===== config.mk =====
export PLATFORM = sky130hd
export DESIGN_NAME = fault_restart_supervisor_core
export DESIGN_NICKNAME = d
export VERILOG_FILES = /design/src/frs_pkg.sv /design/src/frs_hist_cell.sv /design/src/frs_unit_cell.sv /design/src/fault_restart_supervisor_core.sv
export SDC_FILE = /design/constraint.sdc
export NUM_CORES = 2
export LEC_CHECK = 0
export BUFFER_PORTS_ARGS = -buffer_cell sky130_fd_sc_hd__buf_2
export CORE_MARGIN = 4
export CORE_UTILIZATION = 55
export DETAILED_ROUTE_END_ITERATION = 7
export GPL_ROUTABILITY_DRIVEN = 0
export GPL_TIMING_DRIVEN = 0
export PLACE_DENSITY_LB_ADDON = 0.1
export SYNTH_ARGS = -nofsm -noshare
export SYNTH_HDL_FRONTEND = slang
export SYNTH_SLANG_ARGS = --single-unit
export TNS_END_PERCENT = 30

===== constraint.sdc =====
create_clock -name clk -period 22.1 [get_ports clk]
set_clock_uncertainty 0.2 [all_clocks]
set_input_delay 5.525 -clock clk [delete_from_list [all_inputs] [get_ports clk]]
set_output_delay 5.525 -clock clk [all_outputs]
set_load 0.02 [all_outputs]

===== src/frs_pkg.sv =====
package frs_pkg;

  localparam int CHILDREN_DEF = 16;
  localparam int HISTORY_DEF  = 16;
  localparam int UW           = 7;   // unit index / count width, covers up to 127 units
  localparam logic [15:0] WINDOW_DEFAULT = 16'd60;

  localparam logic [2:0] REG_STRATEGY = 3'd0;
  localparam logic [2:0] REG_LIMIT    = 3'd1;
  localparam logic [2:0] REG_WINDOW   = 3'd2;
  localparam logic [2:0] REG_UNITS    = 3'd3;
  localparam logic [2:0] REG_NEVER    = 3'd4;

  localparam logic [1:0] CMD_START = 2'd0;
  localparam logic [1:0] CMD_STOP  = 2'd1;
  localparam logic [1:0] CMD_FAIL  = 2'd2;
  localparam logic [1:0] CMD_QUERY = 2'd3;

  localparam logic [1:0] STRAT_ONE   = 2'd0;
  localparam logic [1:0] STRAT_ALL   = 2'd1;
  localparam logic [1:0] STRAT_LATER = 2'd2;

  localparam logic [1:0] MODE_STOPPED   = 2'd0;
  localparam logic [1:0] MODE_RUNNING   = 2'd1;
  localparam logic [1:0] MODE_ESCALATED = 2'd2;

  localparam logic [1:0] STAT_OK       = 2'd0;
  localparam logic [1:0] STAT_REJECT   = 2'd1;
  localparam logic [1:0] STAT_ESCALATE = 2'd2;

  typedef enum logic [1:0] {
    ACT_START    = 2'd0,
    ACT_STOP     = 2'd1,
    ACT_FAIL_ESC = 2'd2,
    ACT_FAIL_RST = 2'd3
  } act_t;

  typedef struct packed {
    logic          en;
    act_t          act;
    logic [UW-1:0] ui;
    logic [UW-1:0] lo;
    logic [UW-1:0] hi;
    logic [UW-1:0] n;
  } unit_ctrl_t;

endpackage


===== src/frs_hist_cell.sv =====
module frs_hist_cell (
  input  logic        clk,
  input  logic        log_en,
  input  logic        rot_en,
  input  logic [31:0] shift_in,
  input  logic [31:0] rot_in,
  output logic [31:0] ts
);
  logic [31:0] ts_r;

  // A new timestamp pushes the line one place down; a scan rotates it one place up.
  always_ff @(posedge clk) begin
    if (log_en) begin
      ts_r <= shift_in;
    end else if (rot_en) begin
      ts_r <= rot_in;
    end
  end

  assign ts = ts_r;
endmodule


===== src/frs_unit_cell.sv =====
module frs_unit_cell #(
  parameter int IDX = 0
) (
  input  logic              clk,
  input  logic              rst_n,
  input  frs_pkg::unit_ctrl_t ctrl,
  input  logic              never_bit,
  output logic              running,
  output logic [15:0]       restarts,
  output logic [15:0]       streak
);
  import frs_pkg::*;

  localparam logic [UW-1:0] MY_IDX = UW'(IDX);

  logic        run_r, run_nxt;
  logic [15:0] rc_r, rc_nxt;
  logic [15:0] st_r, st_nxt;
  logic        in_n, is_ui, in_range;

  assign in_n     = MY_IDX < ctrl.n;
  assign is_ui    = MY_IDX == ctrl.ui;
  assign in_range = (MY_IDX >= ctrl.lo) && (MY_IDX < ctrl.hi);

  always_comb begin
    run_nxt = run_r;
    rc_nxt  = rc_r;
    st_nxt  = st_r;
    if (ctrl.en) begin
      case (ctrl.act)
        ACT_START: begin
          if (in_n) run_nxt = 1'b1;
        end
        ACT_STOP: begin
          if (in_n) run_nxt = 1'b0;
        end
        ACT_FAIL_ESC: begin
          if (is_ui) begin
            run_nxt = 1'b0;
            if (st_r != 16'hFFFF) st_nxt = st_r + 16'd1;
          end
          if (in_n) run_nxt = 1'b0;
        end
        ACT_FAIL_RST: begin
          if (is_ui) begin
            run_nxt = 1'b0;
            if (st_r != 16'hFFFF) st_nxt = st_r + 16'd1;
          end
          if (in_range) begin
            run_nxt = 1'b0;
            if (!never_bit) begin
              if (rc_r != 16'hFFFF) rc_nxt = rc_r + 16'd1;
              run_nxt = 1'b1;
              st_nxt  = 16'd0;
            end
          end
        end
        default: begin
          run_nxt = run_r;
        end
      endcase
    end
  end

  always_ff @(posedge clk) begin
    if (!rst_n) begin
      run_r <= 1'b0;
      rc_r  <= 16'd0;
      st_r  <= 16'd0;
    end else begin
      run_r <= run_nxt;
      rc_r  <= rc_nxt;
      st_r  <= st_nxt;
    end
  end

  assign running  = run_r;
  assign restarts = rc_r;
  assign streak   = st_r;
endmodule


===== src/fault_restart_supervisor_core.sv =====
// Fault restart supervisor.
// Input beats carry a command (start all, stop all, unit failed, query),
// a unit index and the current time in seconds. Every input beat yields
// exactly one output beat with status, mode, running mask, counters and
// the number of logged failures inside the window.
// A failure timestamp is pushed into a line of HISTORY cells. Every event
// then rotates that line once around, one cell per cycle, comparing the
// head cell against the window cutoff. The decide state follows the scan,
// and out_tvalid rises in the output state after it. The unit state lives
// in CHILDREN cells that all update in the decide cycle.
// One event is in flight at a time: in_tready is high only while idle.
// When the receiver stalls, the output beat is held until out_tready.
// Reset clears mode, running units, counters and the ring fill; the
// configuration registers return to their reset values (window 60 s).
// The user must write configuration over the APB port only while the
// block is idle; the block itself does not enforce this.
module fault_restart_supervisor_core #(
  parameter int CHILDREN = frs_pkg::CHILDREN_DEF,
  parameter int HISTORY  = frs_pkg::HISTORY_DEF
) (
  input  logic        clk,
  input  logic        rst_n,
  input  logic        in_tvalid,
  output logic        in_tready,
  input  logic [39:0] in_tdata,   // cmd[1:0], unit_index[5:2], now_seconds[37:6]
  output logic        out_tvalid,
  input  logic        out_tready,
  output logic [95:0] out_tdata,  // status[1:0], supervisor_mode[3:2], running_mask[19:4],
                                  // total_failures[51:20], unit_restarts[67:52],
                                  // unit_consecutive_failures[83:68],
                                  // recent_failures[88:84], escalate_pulse[89]
  input  logic        cfg_psel,
  input  logic        cfg_penable,
  input  logic        cfg_pwrite,
  input  logic [4:0]  cfg_paddr,
  input  logic [31:0] cfg_pwdata,
  output logic [31:0] cfg_prdata,
  output logic        cfg_pready
);
  import frs_pkg::*;

  localparam int CW = $clog2(HISTORY + 1);
  localparam logic [CW-1:0] HIST_LAST = CW'(HISTORY - 1);
  localparam logic [CW-1:0] HIST_FULL = CW'(HISTORY);
  localparam logic [UW-1:0] CHILD_N   = UW'(CHILDREN);

  typedef enum logic [3:0] {
    ST_IDLE   = 4'b0001,
    ST_SCAN   = 4'b0010,
    ST_DECIDE = 4'b0100,
    ST_OUT    = 4'b1000
  } state_t;

  // Configuration registers.
  logic [1:0]  strat_r;
  logic [7:0]  limit_r;
  logic [15:0] window_r;
  logic [4:0]  units_r;
  logic [15:0] never_r;
  logic        cfg_wr;

  assign cfg_pready = 1'b1;
  assign cfg_wr     = cfg_psel && cfg_penable && cfg_pwrite && cfg_pready;

  always_ff @(posedge clk) begin
    if (!rst_n) begin
      strat_r  <= 2'd0;
      limit_r  <= 8'd0;
      window_r <= WINDOW_DEFAULT;
      units_r  <= 5'd0;
      never_r  <= 16'd0;
    end else if (cfg_wr) begin
      case (cfg_paddr[4:2])
        REG_STRATEGY: strat_r  <= cfg_pwdata[1:0];
        REG_LIMIT:    limit_r  <= cfg_pwdata[7:0];
        REG_WINDOW:   window_r <= cfg_pwdata[15:0];
        REG_UNITS:    units_r  <= cfg_pwdata[4:0];
        REG_NEVER:    never_r  <= cfg_pwdata[15:0];
        default:      strat_r  <= strat_r;
      endcase
    end
  end

  always_comb begin
    case (cfg_paddr[4:2])
      REG_STRATEGY: cfg_prdata = {30'd0, strat_r};
      REG_LIMIT:    cfg_prdata = {24'd0, limit_r};
      REG_WINDOW:   cfg_prdata = {16'd0, window_r};
      REG_UNITS:    cfg_prdata = {27'd0, units_r};
      REG_NEVER:    cfg_prdata = {16'd0, never_r};
      default:      cfg_prdata = 32'd0;
    endcase
  end

  // Input fields.
  logic [1:0]  in_cmd;
  logic [3:0]  in_ui;
  logic [31:0] in_now;
  assign in_cmd = in_tdata[1:0];
  assign in_ui  = in_tdata[5:2];
  assign in_now = in_tdata[37:6];

  state_t         state_r, state_nxt;
  logic [1:0]     cmd_r;
  logic [3:0]     ui_r;
  logic [UW-1:0]  n_r;
  logic           fail_ok_r;
  logic           cut_all_r;
  logic [31:0]    cutoff_r;
  logic [CW-1:0]  step_r;
  logic [CW-1:0]  cnt_r;
  logic [CW-1:0]  fill_r;
  logic [31:0]    total_r;
  logic [1:0]     mode_r;
  logic [1:0]     status_r;
  logic           pulse_r;

  logic           accept;
  logic [UW-1:0]  n_now;
  logic [UW-1:0]  ui_ext;
  logic           fail_ok_now;
  logic [15:0]    win;
  logic           hit;
  logic           escalate;
  logic [31:0]    cnt32;
  logic [31:0]    head_ts;

  assign accept      = in_tvalid && in_tready;
  assign in_tready   = state_r == ST_IDLE;
  assign out_tvalid  = state_r == ST_OUT;
  assign n_now       = ({2'd0, units_r} < CHILD_N) ? UW'(units_r) : CHILD_N;
  assign ui_ext      = UW'(in_ui);
  assign fail_ok_now = (in_cmd == CMD_FAIL) && (ui_ext < n_now) && (mode_r == MODE_RUNNING);
  assign win         = (window_r == 16'd0) ? WINDOW_DEFAULT : window_r;
  assign cnt32       = 32'(cnt_r);
  assign escalate    = fail_ok_r && (limit_r != 8'd0) && (cnt32 > 32'(limit_r));

  // Timestamp line.
  logic [31:0] ts [HISTORY];
  logic        log_en, rot_en;
  assign log_en = accept && fail_ok_now;
  assign rot_en = state_r == ST_SCAN;

  for (genvar h = 0; h < HISTORY; h++) begin : g_hist
    frs_hist_cell u_cell (
      .clk      (clk),
      .log_en   (log_en),
      .rot_en   (rot_en),
      .shift_in ((h == 0) ? in_now : ts[(h == 0) ? 0 : h - 1]),
      .rot_in   (ts[(h + 1) % HISTORY]),
      .ts       (ts[h])
    );
  end

  assign head_ts = ts[0];
  assign hit     = (step_r < fill_r) && (cut_all_r || (head_ts >= cutoff_r));

  // Unit cells.
  unit_ctrl_t  ctrl;
  logic        run_v [CHILDREN];
  logic [15:0] rc_v  [CHILDREN];
  logic [15:0] st_v  [CHILDREN];
  logic [15:0] run16;
  logic [15:0] rc16  [16];
  logic [15:0] st16  [16];

  always_comb begin
    ctrl.en  = 1'b0;
    ctrl.act = ACT_START;
    ctrl.ui  = UW'(ui_r);
    ctrl.lo  = '0;
    ctrl.hi  = '0;
    ctrl.n   = n_r;
    if (state_r == ST_DECIDE) begin
      case (cmd_r)
        CMD_START: begin
          ctrl.en  = mode_r != MODE_RUNNING;
          ctrl.act = ACT_START;
        end
        CMD_STOP: begin
          ctrl.en  = mode_r != MODE_STOPPED;
          ctrl.act = ACT_STOP;
        end
        CMD_FAIL: begin
          ctrl.en  = fail_ok_r;
          ctrl.act = escalate ? ACT_FAIL_ESC : ACT_FAIL_RST;
          case (strat_r)
            STRAT_ONE: begin
              ctrl.lo = UW'(ui_r);
              ctrl.hi = UW'(ui_r) + UW'(1);
            end
            STRAT_ALL: begin
              ctrl.lo = '0;
              ctrl.hi = n_r;
            end
            STRAT_LATER: begin
              ctrl.lo = UW'(ui_r);
              ctrl.hi = n_r;
            end
            default: begin
              ctrl.lo = '0;
              ctrl.hi = '0;
            end
          endcase
        end
        default: begin
          ctrl.en = 1'b0;
        end
      endcase
    end
  end

  for (genvar c = 0; c < CHILDREN; c++) begin : g_unit
    logic never_bit;
    if (c < 16) begin : g_mask
      assign never_bit = never_r[c];
    end else begin : g_nomask
      assign never_bit = 1'b0;
    end
    frs_unit_cell #(.IDX(c)) u_cell (
      .clk       (clk),
      .rst_n     (rst_n),
      .ctrl      (ctrl),
      .never_bit (never_bit),
      .running   (run_v[c]),
      .restarts  (rc_v[c]),
      .streak    (st_v[c])
    );
  end

  for (genvar v = 0; v < 16; v++) begin : g_view
    if (v < CHILDREN) begin : g_have
      assign run16[v] = run_v[v];
      assign rc16[v]  = rc_v[v];
      assign st16[v]  = st_v[v];
    end else begin : g_none
      assign run16[v] = 1'b0;
      assign rc16[v]  = 16'd0;
      assign st16[v]  = 16'd0;
    end
  end

  // Sequencer.
  always_comb begin
    state_nxt = state_r;
    case (state_r)
      ST_IDLE:   if (accept) state_nxt = ST_SCAN;
      ST_SCAN:   if (step_r == HIST_LAST) state_nxt = ST_DECIDE;
      ST_DECIDE: state_nxt = ST_OUT;
      ST_OUT:    if (out_tready) state_nxt = ST_IDLE;
      default:   state_nxt = ST_IDLE;
    endcase
  end

  always_ff @(posedge clk) begin
    if (!rst_n) begin
      state_r  <= ST_IDLE;
      mode_r   <= MODE_STOPPED;
      fill_r   <= '0;
      total_r  <= 32'd0;
      status_r <= STAT_OK;
      pulse_r  <= 1'b0;
      step_r   <= '0;
      cnt_r    <= '0;
    end else begin
      state_r <= state_nxt;
      if (accept) begin
        step_r <= '0;
        cnt_r  <= '0;
        if (fail_ok_now) begin
          if (fill_r != HIST_FULL) fill_r <= fill_r + CW'(1);
          if (total_r != 32'hFFFF_FFFF) total_r <= total_r + 32'd1;
        end
      end
      if (state_r == ST_SCAN) begin
        step_r <= step_r + CW'(1);
        cnt_r  <= cnt_r + CW'(hit);
      end
      if (state_r == ST_DECIDE) begin
        status_r <= STAT_OK;
        pulse_r  <= 1'b0;
        case (cmd_r)
          CMD_START: mode_r <= MODE_RUNNING;
          CMD_STOP:  mode_r <= MODE_STOPPED;
          CMD_FAIL: begin
            if (!fail_ok_r) begin
              status_r <= STAT_REJECT;
            end else if (escalate) begin
              mode_r   <= MODE_ESCALATED;
              status_r <= STAT_ESCALATE;
              pulse_r  <= 1'b1;
            end
          end
          default: begin
            if (UW'(ui_r) >= n_r) status_r <= STAT_REJECT;
          end
        endcase
      end
    end
  end

  always_ff @(posedge clk) begin
    if (accept) begin
      cmd_r     <= in_cmd;
      ui_r      <= in_ui;
      n_r       <= n_now;
      fail_ok_r <= fail_ok_now;
      cut_all_r <= in_now < {16'd0, win};
      cutoff_r  <= in_now - {16'd0, win};
    end
  end

  assign out_tdata = {6'd0, pulse_r, cnt32[4:0], st16[ui_r], rc16[ui_r], total_r,
                      run16, mode_r, status_r};

  a_pulse_mode: assert property (@(posedge clk) disable iff (!rst_n)
    out_tvalid && pulse_r |-> mode_r == MODE_ESCALATED && status_r == STAT_ESCALATE)
    else $error("escalate pulse without escalated mode");
  a_fill_max: assert property (@(posedge clk) disable iff (!rst_n)
    fill_r <= HIST_FULL)
    else $error("ring fill beyond depth");
  a_accept_quiet: assert property (@(posedge clk) disable iff (!rst_n)
    accept |=> !out_tvalid && state_r == ST_SCAN)
    else $error("output valid right after accept");
  a_cnt_fill: assert property (@(posedge clk) disable iff (!rst_n)
    state_r == ST_DECIDE |-> cnt_r <= fill_r)
    else $error("recent count above ring fill");

endmodule


==> summary.md <==
| Metric | Value |
|---|---|
| Die Area | `116200 µm²` |
| Top cell type's share of synthesized area | `0.2745` |
| Via count | `about 53000` |
| Via density | `about 6` |
| Logic pwr share | `0.049` |
| Worst Path Arrival | `about 7.8 ns` |
| Top FF cell, synth | `dfxtp_1` |
| Post-route minimum period | `13.54 ns` |
| Hold Path Sink | `pulse_r$_SDFFE_PN0P_` |
| CP endpoint kind | `output port` |
| Sequential share of the synthesized area | `0.4819` |
| Critical setup path kind | `input port to output port` |
| Final Hold Vio Count | `0` |
| Max Clk Rate | `roughly 0.074 GHz` |
| Post-synth EDFFs | `approximately 560` |
| Netlist cell types | `89` |
| Seq cells post-synth | `around 1200` |
| Layout cell share with drive strength beyond 1 | `0.08917` |
| Synthesized cell area | `roughly 60000 µm²` |
| Area grow syn2layout | `12.17%` |
| RSZ-0062 raised after global routing | `no` |
| Setup crit start | `cfg_paddr[2]` |
| Hold Path Cell Cnt | `2` |
| Cell Rows | `121` |
| Setup TNS Final | `0 ns` |
| Max-cap violations | `1` |
| PortBufs | `~170` |
| Final worst slack | `between 8 and 9 ns` |
| Largest net degree at the start of global routing | `slightly above 70` |
| Period utilization | `0.6128` |
| Most frequent cells after synthesis | `1974 x nand2_1, 631 x dfxtp_1, 557 x edfxtp_1, 543 x nor2_1, 286 x clkbuf_1` |
| Worst-skew pair later-pin latency | `between 0.7 and 0.8 ns` |
| Slew Limit Fails | `7` |
| Failing checks | `max-capacitance violations, max-slew violations` |
| Placement Setup Slack | `around 9 ns` |
| CTS max path bufs | `3` |
| Startpoint Class | `input port` |
| Post-route ant nets | `0` |
| Seq pwr share | `0.488` |
| HP Class | `flop to flop` |
| Hold WS | `0.2863 ns` |
| Num CTS Buffers | `roughly 140` |
| Avg Cell Area, Syn | `9.051 µm²` |
| Status | `finished with violations` |
| Initial Util | `0.5566` |
| Clock root cell | `clkbuf_16` |
| Yosys warns | `0` |
| Pwr/cell area | `just over 70 nW/µm²` |
| Relative slew slack | `-0.1012` |
| Most area-consuming cells after synthesis | `edfxtp_1 27%, dfxtp_1 21%, nand2_1 12%` |
| R2R Setup Slk | `around 16 ns` |
| Hold path startpoint | `pulse_r$_SDFFE_PN0P_` |
| Finished Core Util | `0.6243` |
| H-tree lvl count | `4` |
| Core Area | `109500 µm²` |
| FFs w/ async S/R, synth | `0` |
| Sw frac | `0.2327` |
| Drc violations | `0` |
| CTS resizes | `0` |
| Grt ovf | `0` |
| Die Width | `between 300 and 400 µm` |
| Die Y-Extent | `roughly 340 µm` |
| Worst r2r src | `ui_r[1]$_DFFE_PP_` |
| Most frequent cell after synthesis | `nand2_1` |
| Internal | `between 3 and 4 mW` |
| R2R Path End | `g_unit[11].u_cell.streak[6]$_SDFFE_PN0P_` |
| Vias in the first global route | `~50000` |
| Mapped Cells | `just under 7000` |
| Slew @ Worst Pin | `around 1.6 ns` |
| Post-DP HPWL | `around 150000 µm` |
| Clock sinks | `1188` |
| Post-CTS Hold Fix Bufs | `0` |
| Total GRT Usage | `0.3343` |
| Area leader, netlist | `edfxtp_1` |
| P_sw | `between 1 and 1.5 mW` |
| Worst vdd ir | `around 0.07 mV` |
| First-pass GRT wire length | `between 200000 and 300000 µm` |
| Detailed Routing Iterations Pass 1 | `7` |
| Initial antenna violation count | `18` |
| CP max FO | `10` |
| Critical Path RT | `around 16 ns` |
| Clock power frac | `0.464` |
| Nets | `around 7300` |
| Post-CTS Setup Bufs | `0` |
| Routed WL | `199100 µm` |
| Worst-path clk slew | `roughly 0.060 ns` |
| Ports | `~220` |
| Leak pwr | `25.33 nW` |
| Reg2reg path depth | `11` |
| Final setup vio count | `0` |
| TritonCTS clock tree | `yes` |
| Detailed Route Iter0 Violations | `6097` |
| Routed WL per cell | `approximately 23 µm` |
-- state kept, by name, summed over array words and instances (netlist names), 8 cells and up --
| name | count |
|---|---|
| g_unit.u_cell.streak | 256 |
| window_r | 16 |
| total_r | 32 |
| g_unit.u_cell.running | 16 |
| limit_r | 8 |
| g_hist.u_cell.ts | 512 |
| never_r | 16 |
| g_unit.u_cell.restarts | 256 |
| cutoff_r | 32 |
-- stage by stage --
stage | power, mW | std cells | cell area [µm²]
3_5_place_dp | 2.625 | 8408 | 63960
4_1_cts | 4.835 | 8653 | 68290
3_3_place_gp | 2.645 | 8397 | 63700
2_1_floorplan | 2.550 | 6752 | 61000
6_report | 4.818 | 8667 | 68340
5_1_grt | 4.948 | 8654 | 68300
-- layer usage --
metal | global-route usage | wire length, µm
met1 | 0.4207 | 75110
met2 | 0.5289 | 90240
met3 | 0.07025 | 19020
met4 | 0.2078 | 14740
met5 | 0 | 24
-- critical path, stage by stage --
cell and delay (ns):
buf_2 0.09, clkbuf_1 0.53, nor2b_1 0.42, a22oi_1 0.15, o21ai_0 0.79, buf_2 0.31
-- placed cells by master (no fill, tap or decap), types with 96 or more instances in the layout --
cell type  instances
buf_2            182
dfxtp_1          631
nand4_1          158
nand2_1         1973
xnor2_1          197
ha_1             112
clkbuf_16        140
mux4_2           160
nor2_1           543
a21oi_1          218
edfxtp_1         557
inv_1            164
mux2i_1           96
o21ai_0          165
nand3_1          250
nor3_1           173
clkbuf_1         324
xor2_1           127
-- kinds of logic (layout without fill, tap and decap cells) --
logic type | after synthesis | in the layout | synth area share
AO/OA/AOI/OAI | 689 | 689 | 0.07184
multiplexers | 259 | 259 | 0.07547
AND/OR/NAND/NOR | 3620 | 3620 | 0.2648
other | 2 | 37 | 0.0001233
adder cells (fa/ha/maj) | 114 | 114 | 0.02349
XOR/XNOR | 324 | 324 | 0.04658
buffers and inverters | 535 | 960 | 0.03580
flip-flops | 1188 | 1188 | 0.4819
-- cell type report --
class	count	area [µm²]
plain buffers	370	1562
clock buffers	190	3811
diodes	14	35.03
multi-input cells	5029	29490
flip-flops and latches	1188	29360
fillers	9499	41120
clock inverters	55	524.3
repair buffers	180	1094
inverters	165	619.3
well taps	1476	1847
-- worst max path at each step --
stage	end	slack, ns	cells past startpoint
6_report	cfg_prdata[2]	8.56	6
5_1_grt	cfg_prdata[2]	8.63	6
4_1_cts	cfg_prdata[2]	8.74	6
3_5_place_dp	cfg_prdata[2]	8.74	6
3_3_place_gp	g_hist[15].u_cell.ts[28]$_DFFE_PP_	-3.57	9
2_1_floorplan	g_hist[0].u_cell.ts[0]$_DFFE_PP_	2.97	8
-- power groups by stage --
stage / Sequential, mW / Combinational, mW / Clock [mW]
after floorplan: 2.41 / 0.142 / 0
after global placement: 2.42 / 0.220 / 0
after detailed placement: 2.40 / 0.229 / 0
after CTS: 2.35 / 0.230 / 2.26
after global routing: 2.35 / 0.249 / 2.35
final: 2.35 / 0.234 / 2.23
No activity file was read; power rests on OpenSTA's default activity.
